`config.mk`:
```
export PLATFORM = sky130hd
export DESIGN_NAME = ptyr_ctrl
export DESIGN_NICKNAME = d
export VERILOG_FILES = /design/src/sv/ptyr_pkg.sv /design/src/sv/ptyr_ctrl.sv
export SDC_FILE = /design/constraint.sdc
export NUM_CORES = 1
export LEC_CHECK = 0
export BUFFER_PORTS_ARGS = -buffer_cell sky130_fd_sc_hd__buf_2
export CORE_AREA = 2 2 39 41
export DETAILED_ROUTE_END_ITERATION = 10
export DIE_AREA = 0 0 41 43
export SYNTH_ARGS = -nofsm -noshare
export SYNTH_HDL_FRONTEND = slang
export SYNTH_SLANG_ARGS = --single-unit
```
`constraint.sdc`:
```
create_clock -name clk -period 2.1 [get_ports clk]
set_input_delay 0.105 -clock clk [delete_from_list [all_inputs] [get_ports clk]]
set_output_delay 0.105 -clock clk [all_outputs]
set_load 0.01 [all_outputs]
```
`src/sv/ptyr_pkg.sv`:
```
// ----------------------------------------------------------------------------
// ptyr_pkg
// Types and codes shared by the pseudo-terminal ring-pair engine.
// ----------------------------------------------------------------------------
package ptyr_pkg;

    // geometry: channel slots and bytes per ring
    localparam int SLOTS      = 8;
    localparam int RING_BYTES = 4096;

    localparam logic [2:0] OP_ALLOC    = 3'd0;
    localparam logic [2:0] OP_OPEN     = 3'd1;
    localparam logic [2:0] OP_WRITE    = 3'd2;
    localparam logic [2:0] OP_READ     = 3'd3;
    localparam logic [2:0] OP_CLOSE    = 3'd4;
    localparam logic [2:0] OP_POLL     = 3'd5;
    localparam logic [2:0] OP_SETSIZE  = 3'd6;
    localparam logic [2:0] OP_GETSIZE  = 3'd7;

    localparam logic [2:0] ST_OK     = 3'd0;
    localparam logic [2:0] ST_EOS    = 3'd1;
    localparam logic [2:0] ST_EMPTY  = 3'd2;
    localparam logic [2:0] ST_FULL   = 3'd3;
    localparam logic [2:0] ST_PEER   = 3'd4;
    localparam logic [2:0] ST_NOSLOT = 3'd5;
    localparam logic [2:0] ST_UNUSED = 3'd6;

    localparam logic [15:0] DEF_ROWS = 16'd24;
    localparam logic [15:0] DEF_COLS = 16'd80;

    typedef struct packed {
        logic [2:0]  opcode;
        logic [2:0]  slot;
        logic        side;
        logic [7:0]  data_in;
        logic [15:0] rows_in;
        logic [15:0] cols_in;
    } in_word_t;

    typedef struct packed {
        logic [2:0]  status;
        logic [7:0]  data_out;
        logic [2:0]  slot_out;
        logic        readable;
        logic        writable;
        logic [15:0] rows_out;
        logic [15:0] cols_out;
    } out_word_t;

    // controller -> datapath
    typedef struct packed {
        logic capture;
        logic execute;
    } ctl_cmd_t;

endpackage

```
`src/sv/ptyr_ctrl.sv`:
```
// ----------------------------------------------------------------------------
// ptyr_ctrl
// Sequencer: capture a word, execute it, hold the result until taken.
// ----------------------------------------------------------------------------
module ptyr_ctrl (
    input  logic              clk,
    input  logic              rst_n,
    input  logic              in_valid,
    output logic              in_ready,
    output logic              out_valid,
    input  logic              out_ready,
    output ptyr_pkg::ctl_cmd_t cmd
);
    import ptyr_pkg::*;

    localparam logic [1:0] S_IDLE = 2'd0;
    localparam logic [1:0] S_EXEC = 2'd1;
    localparam logic [1:0] S_OUT  = 2'd2;

    logic [1:0] state_reg, state_next;

    // accept in idle or as the held result leaves
    assign in_ready  = (state_reg == S_IDLE) || ((state_reg == S_OUT) && out_ready);
    assign out_valid = (state_reg == S_OUT);
    assign cmd.capture = in_valid && in_ready;
    assign cmd.execute = (state_reg == S_EXEC);

    always_comb
    begin
        state_next = state_reg;
        unique case (state_reg)
            S_IDLE:
            begin
                if (in_valid) state_next = S_EXEC;
            end
            S_EXEC:
            begin
                state_next = S_OUT;
            end
            S_OUT:
            begin
                if (out_ready) state_next = in_valid ? S_EXEC : S_IDLE;
            end
            default:
            begin
                state_next = S_IDLE;
            end
        endcase
    end

    always_ff @(posedge clk or negedge rst_n)
    begin
        if (!rst_n) state_reg <= S_IDLE;
        else        state_reg <= state_next;
    end

endmodule

```
==> results.md <==
- Proportion of netlist area held by the largest area contributor: a little under half
- Number of pins with negative max-slew slack in the final report: 0
- Internal Power: between 0.0001 and 0.00015 W
- Part of the power in registers: between 20% and 30%
- Combinational Power Share: a little under a quarter
- Pre-CTS worst setup slack: between 1 and 1.5 ns
- CTS resizes: 0
- TritonCTS clock tree: yes
- Clock sink count: 2
- H-Tree Level Count: 1
- Share of total power in the clock network: a little under half
- Setup repair after global routing missed its margin: no
- Layout cell share with drive strength beyond 1: 47.6%
- Register area share after synthesis: between 40% and 50%
- Clk_lat worst skew: about 0.22 ns
- Leading cell types by total area after synthesis: dfrtp_1 47%, a211oi_1 14%, a21o_1 7.1%
- Maximum buffer depth of the clock tree: 2
- Wirelength per Cell: between 7 and 8 um
- Core Rows: 14
- All-layer global routing usage: 4.61%
- Count of buffers added by post-CTS timing repair for setup: 0
- Async S/R FF share, synth: between 90% and 100%
- Total congestion overflow after global routing: 0
- Slew at the pin closest to its max-slew limit: ~0.19 ns
- Vias per cell: 3.16
- Max_slew headroom: 87.2%
- Total standard cell area after synthesis: about 110 sq um
- Clock transition at the registers of the reported paths: approximately 0.030 ns
- Number of port buffers: 7
- Antenna cells: 0
- Library cells used by synthesis: 8
- Ratio of total power to cell area: between 900 and 1000 nW/um^2
- Number of enable-type register cells in the synthesized netlist: 0
- Number of flip-flops in the largest register: 2
- Number of iterations in the first detailed-routing pass: 4
- Prevailing post-synth register cell: dfrtp_1
- Result of the run: completed
- Worst path cell trace: a211oi_1 > buf_2
- GPL Wtd Cong: around 0.46
- Cts bufs inserted: 3
- Sw Share: approximately 28%
- Die Footprint: about 1800 sq um
- Total negative setup slack: 0 ns
- Pleak: between 0.1 and 0.15 nW
- Initial antenna violation count: 0
- Crit path kind: reg -> out
- Hold WC Path Type: in -> reg
- Crit path capture type: output pin
- Wire length after detailed routing: around 280 um
- Setup WS post-layout: just under 1 ns
- Syn Inst Count: 11
- Flip-flop and latch count after synthesis: 2
- DRC violation count after routing: 0
- Number of DRC markers in iteration 0: 1
- Detailed-route via count: roughly 120
- Maximum capacitance violations: 0
- Worst path arrival time: 1.00 ns
- Final critical-path required period: ~1.1 ns
- Clk root buf: clkbuf_4
- Hold buffer count at CTS: 1
- Die width: a little over 40 um
- Layout Skew: 0.00134 ns
- Worst Path Required: 2.00 ns
- Final cycle utilization of the critical path: 52.7%
- Synth Net Count: 15
- Total core area: 1380 sq um
- # IOs: 8
- Layout overhead on the synthesized area: 75.3%
- Count of final hold-check violations: 0
- Worst reg2reg path depth: 2
- Maximum number of pins on one net before global-route repair: 6
- Most frequent cells after synthesis: 2 x a211oi_1, 2 x dfrtp_1, 2 x inv_1
- FMAX: around 0.90 GHz
- Post-synth top area cell: dfrtp_1
- Detail Route Antenna Nets: 0
- Maximum ir drop on the vdd rail: approximately 0.00012 V
- Critical Path Fanout Max: 5
- Mean instance size in the synthesized netlist: 9.67 sq um
- Initial Util: between 7 and 8%
- Worst setup SP type: flip-flop
- Post-layout nets: 27
- Number of setup violations in the final report: 0
- DIE HEIGHT: about 43 um
- Yosys warning total: 0
- Via count of the first global-routing pass: 102
- Cell at the slowest stage of the critical path: dfrtp_1
- Worst hold path stage count: 3
- Switching component of the power: approximately 0.000052 W
- Global-route wire length before repair: approximately 410 um
- Max incr delay on CP: between 0.4 and 0.5 ns
-- metal layers --
metal | share of wire, % | track usage [%] | routed length (um)
met5 | 0 | 0 | 0
met4 | 6.9 | 10.0 | 19
met3 | 22 | 4.19 | 62
met2 | 29 | 3.75 | 79
met1 | 42 | 3.51 | 116
-- worst max-delay path, delay by kind of cell (launching register included) --
kind	cells	cell delay (ns)
compound gates	1	0.21
flops	1	0.41
buf+inv	1	0.16
-- per-stage QoR --
stage          hold slack [ns]  util [%]   power, W  std cells  cell area, sq um
2_1_floorplan           -0.191         -  0.0000803         11               106
3_3_place_gp            -0.109      11.1  0.0000940         33               154
3_5_place_dp            -0.109      11.1  0.0000944         33               154
4_1_cts                  0.118      13.5   0.000186         37               186
5_1_grt                  0.140      13.5   0.000199         37               186
6_report                 0.133      13.5   0.000182         37               186
-- final cells by class --
type / instances / area, sq um
Clock buffer: 3 / 22.5
Fill cell: 154 / 1200
Inverter: 2 / 7.51
Multi-Input combinational cell: 6 / 41.3
Sequential cell: 2 / 50.0
Tap cell: 16 / 20.0
Timing Repair Buffer: 8 / 45.0
-- cell families after synthesis --
logic type / Yosys count / share of synthesized area [%]
compound gates: 4 / 25.9
flops: 2 / 47.1
buf+inv: 3 / 14.1
simple gates: 2 / 12.9
-- path summary, 6_finish.rpt --
kind,startpoint,endpoint,slack (ns)
min in group asynchronous,rst_n,state_reg[1]$_DFFE_PN0P_,0.20
min,in_valid,state_reg[0]$_DFFE_PN0P_,0.13
min reg2reg,state_reg[0]$_DFFE_PN0P_,state_reg[0]$_DFFE_PN0P_,0.48
max,state_reg[1]$_DFFE_PN0P_,cmd[1],0.99
max reg2reg,state_reg[1]$_DFFE_PN0P_,state_reg[1]$_DFFE_PN0P_,1.22
max in group asynchronous,rst_n,state_reg[0]$_DFFE_PN0P_,1.81
-- cell usage in the layout, fill, tap and decap left out --
cell	count
dfrtp_1	2
a211oi_1	2
a21oi_1	1
inv_1	2
dlygate4sd3_1	1
buf_2	7
nor2b_1	1
a21o_1	1
and2b_1	1
clkbuf_4	3
-- power by group through the flow --
| stage | combinational, W | sequential (W) | clock, W |
|---|---|---|---|
| after floorplan | 0.0000279 | 0.0000523 | 0 |
| after global placement | 0.0000402 | 0.0000538 | 0 |
| after detailed placement | 0.0000406 | 0.0000538 | 0 |
| after CTS | 0.0000421 | 0.0000534 | 0.0000910 |
| after global routing | 0.0000479 | 0.0000548 | 0.0000965 |
| final | 0.0000416 | 0.0000538 | 0.0000870 |
(Power assumes the default switching activity.)
